===== src/sv/rsd_pkg.sv =====
`default_nettype none
package rsd_pkg;

	localparam int unsigned ID_W    = 32;
	localparam int unsigned SCORE_W = 10;
	localparam int unsigned RANK_W  = 6;
	// arrival number within a set; covers capacities up to 1024
	localparam int unsigned SEQ_W   = 10;
	localparam int unsigned IN_TDATA_W  = 48;
	localparam int unsigned OUT_TDATA_W = 48;

	// one record slot as it moves along the chain
	typedef struct packed {
		logic               v;
		logic [ID_W-1:0]    id;
		logic [SCORE_W-1:0] score;
		logic [SEQ_W-1:0]   seq;
	} rec_t;

	typedef enum logic [2:0] {
		ST_LOAD  = 3'b001,
		ST_FLUSH = 3'b010,
		ST_DRAIN = 3'b100
	} state_t;

endpackage
`default_nettype wire


===== src/sv/rsd_cell.sv =====
`default_nettype none
module rsd_cell (
	input  wire                 clk,
	input  wire                 arst_n,
	input  wire                 shift,
	input  rsd_pkg::rec_t       pass_in,
	input  rsd_pkg::rec_t       right_in,
	output rsd_pkg::rec_t       held,
	output rsd_pkg::rec_t       pass_out
);

	rsd_pkg::rec_t held_q;
	rsd_pkg::rec_t pass_q;
	rsd_pkg::rec_t held_d;
	rsd_pkg::rec_t pass_d;
	logic          wins;

	// incoming record wins the slot on a higher score, or on an equal score
	// with an earlier arrival number; a displaced record can be older than
	// equal scores settled further down, so the score alone is not enough
	assign wins = (pass_in.score > held_q.score) ||
		((pass_in.score == held_q.score) && (pass_in.seq < held_q.seq));

	always_comb begin
		held_d   = held_q;
		pass_d   = pass_in;
		pass_d.v = 1'b0;
		if (shift) begin
			held_d = right_in;
		end else if (pass_in.v) begin
			if (!held_q.v) begin
				held_d = pass_in;
			end else if (wins) begin
				held_d = pass_in;
				pass_d = held_q;
			end else begin
				pass_d = pass_in;
			end
		end
	end

	always_ff @(posedge clk or negedge arst_n) begin
		if (!arst_n) begin
			held_q <= '0;
			pass_q <= '0;
		end else begin
			held_q <= held_d;
			pass_q <= pass_d;
		end
	end

	assign held     = held_q;
	assign pass_out = pass_q;

endmodule
`default_nettype wire


===== config.mk =====
export PLATFORM = sky130hd
export DESIGN_NAME = rsd_cell
export DESIGN_NICKNAME = d
export VERILOG_FILES = /design/src/sv/rsd_pkg.sv /design/src/sv/rsd_cell.sv
export SDC_FILE = /design/constraint.sdc
export NUM_CORES = 1
export LEC_CHECK = 0
export BUFFER_PORTS_ARGS = -buffer_cell sky130_fd_sc_hd__buf_2
export CAP_MARGIN = 20
export CORE_MARGIN = 1
export CORE_UTILIZATION = 54
export CTS_BUF_LIST = sky130_fd_sc_hd__clkbuf_2 sky130_fd_sc_hd__clkbuf_4 sky130_fd_sc_hd__clkbuf_8
export DETAILED_ROUTE_END_ITERATION = 10
export PLACE_DENSITY = 0.95
export SLEW_MARGIN = 0
export SYNTH_ARGS = -nofsm -noshare
export SYNTH_HDL_FRONTEND = slang
export SYNTH_SLANG_ARGS = --single-unit

===== constraint.sdc =====
create_clock -name clk -period 3.8 [get_ports clk]
set_input_delay 0 -clock clk [delete_from_list [all_inputs] [get_ports clk]]
set_output_delay 0 -clock clk [all_outputs]
set_load 0.005 [all_outputs]

==> out/results.tsv <==
stage	metric	value	unit
outcome	status	completed	
logic_synthesis	ys_seq_area_share	49.5	%
die	io_pins	215	
setup_path	path_buf_inv	2	
logic_synthesis	syn_inst	442	
run	timing.max_cap.violations	0	
setup_path	slowest_stage	nand3_1	
place	dp_hpwl	10.5	mm
global_route	grt_usage	32.9	%
place	gp_congestion	0.805	
drt	antenna_left	0	
logic_synthesis	synth_cell_types	34	
logic_synthesis	synth-edff-count	0	
setup_path	crit_chain	inv_1 -> ha_1 -> a211oi_1 -> nor2_1 -> or3_1 -> o21ai_2 -> buf_4 -> nand3_1 -> a22oi_1	
finish	drive_above_1_share	45.5	%
place	port-buffer-count	214	
timing	hold_viol	0	
timing	slew_viol_final	0	
drt	met2WireLength	8.64	mm
timing	setup_tns	0	ns
drt	vias	5076	
timing	worst_pin_slew	1.03	ns
global_route	overflow	0	
power	p_per_area	387	mW/mm²
timing	skew	0.0163	ns
clock_network	cts_root_buf	clkbuf_8	
timing	fmax	0.300	GHz
setup_path	critical_path_required	4.03	ns
logic_synthesis	synth-seq-cells	106	
setup_path	regToRegSetupSlack	0.47	ns
setup_path	crit_family	simple AND/OR/NAND/NOR gates	
die	dieArea	0.0103	mm²
clock_network	cts_buffer_depth	2	
timing	whs	0.0228	ns
drt	drt_wl_total	16.8	mm
logic_synthesis	avgSynthCellArea	12.1	µm²
clock_network	ctsHtreeMaxLevel	3	
clock_network	clock_sinks	106	
logic_synthesis	syn-num-nets	570	
setup_path	path_max_fanout	34	
worst_hold_path	hold_class	input port to flip-flop	
drt	m1WireLength	6.21	mm
setup_path	worstPathArrival	3.56	ns
die	core.rowCount	35	
timing	period_needed	3.33	ns
clock_network	cts_tree	done	
die	initial_core_util	56.9	%
logic_synthesis	ys_warn_count	0	
clock_network	path_clk_slew	0.10	ns
clock_network	clk_latency	0.35	ns
timing	rsz0062_at_grt	no	
finish	fin_nets	846	
drt	viasPerCell	5.96	
global_route	grt_max_degree	69	
drt	dr_wl_met3	1.20	mm
power	p_total	2.89	mW
drt	drt_first_pass_iters	5	
clock_network	cts_setup_buffers	0	
die	core-area	0.00942	mm²
die	die_y	102	µm
place	post-place-ws	0.683	ns
finish	antenna_cells	0	
setup_path	crit_path_max_incr_delay	0.67	ns
finish	final_common_cell	buf_2	
timing	relSlewSlack	31.1	%
power	leakage	3.67	nW
finish	final_cell_mix	213 x buf_2, 106 x dfrtp_1, 78 x dlygate4sd3_1, 50 x mux2_4, 50 x o22ai_1	
global_route	grt_pass1_vias	5341	
die	dieWidth	102	µm
clock_network	cts_made_buffers	9	
drt	top_layer	met4	
timing	layout_setup_ws	0.469	ns
global_route	grt_pass1_wl	26.2	mm
setup_path	crit_type	flip-flop to flip-flop	
drt	drcViolationCount	0	
logic_synthesis	synth-main-ff-cell	dfrtp_1	
timing	post-route-period-util	87.7	%
logic_synthesis	netlist_area	0.00536	mm²
setup_path	crit_path_end_kind	flip-flop	
finish	area_delta_synth_final	39.4	%
drt	wire_per_inst	19.7	µm
global_route	antenna_found_initial	0	
drt	drtIter0Drc	263	
setup_path	cp-start-kind	flip-flop	
timing	setup_violations	0	
logic_synthesis	ys_async_sr_fraction	100	%
power	peakVddDrop	245	µV
## Yosys cell counts (all sizes together) (12+ instances only)
| cell type | instances | area, µm² |
|---|---|---|
| dfrtp | 106 | 2650 |
| mux2 | 52 | 773 |
| o22ai | 50 | 313 |
| a211oi | 37 | 443 |
| a21oi | 35 | 175 |
| nor2 | 35 | 131 |
| clkbuf | 21 | 78.8 |
| inv | 21 | 78.8 |
| a22oi | 20 | 150 |
| ha | 19 | 238 |
| buf | 12 | 98.8 |
## worst reg2reg max path, cell delays in order (launching register included)
cell	delay [ns]
dfrtp_1	0.41
inv_1	0.08
ha_1	0.30
a211oi_1	0.29
nor2_1	0.08
or3_1	0.42
o21ai_2	0.15
buf_4	0.37
nand3_1	0.67
a22oi_1	0.45
## state kept, by name, indices dropped and copies added, names as in the netlist
name and flops:
pass_out 53, held 53
## layer usage
layer  global-route usage [%]  vias up
met4                     18.4        0
li1                         -     2199
met2                     55.9      342
met3                     5.87       78
met1                     39.4     2457
met5                        0        -
## through the flow
step | std cells | util [%] | cell area (µm²)
2_1_floorplan | 442 | - | 5360
3_3_place_gp | 758 | 68.9 | 6490
3_5_place_dp | 758 | 68.9 | 6490
4_1_cts | 852 | 79.4 | 7470
5_1_grt | 852 | 79.4 | 7470
6_report | 852 | 79.4 | 7470
## final timing paths
kind	end	cells after the start	start
max in group asynchronous	held[38]	3	arst_n
min	held[49]	3	right_in[49]
min reg2reg	pass_out[17]	1	held[17]
max	held[7]	9	held[7]
max reg2reg	held[7]	9	held[7]
min in group asynchronous	pass_out[34]	2	arst_n
## power by group
| part | internal (mW) | switching (mW) | leakage (nW) |
|---|---|---|---|
| sequential | 1.26 | 0.110 | 1.22 |
| clock | 0.326 | 0.403 | 0.101 |
| combinational | 0.399 | 0.394 | 2.36 |
| total | 1.98 | 0.907 | 3.67 |
## cell type report
cell class	instances	area, µm²
clock buffer	11	139
clock inverter	5	63.8
fill	554	1940
inverter	21	78.8
multi-input combinational	282	2450
sequential	106	2650
tap	129	161
timing repair buffer	298	1920
## cell families after synthesis
kind of cell | count (synthesis) | share of synthesized area, %
AOI/OAI and AO/OA | 152 | 21.6
buffers and inverters | 54 | 4.79
DFF | 106 | 49.5
muxes | 52 | 14.4
adders and majority gates | 19 | 4.44
and+or+nand+nor | 59 | 5.25
## repair_timing
| item | 4_1_cts | 5_1_grt |
|---|---|---|
| hold endpoints to repair | 160 | 0 |
| endpoints found under the setup margin | 0 | 0 |
| hold buffers | 78 | 0 |
| gates resized for setup | 0 | 0 |
Note: power is estimated with default switching activity, not from simulation.
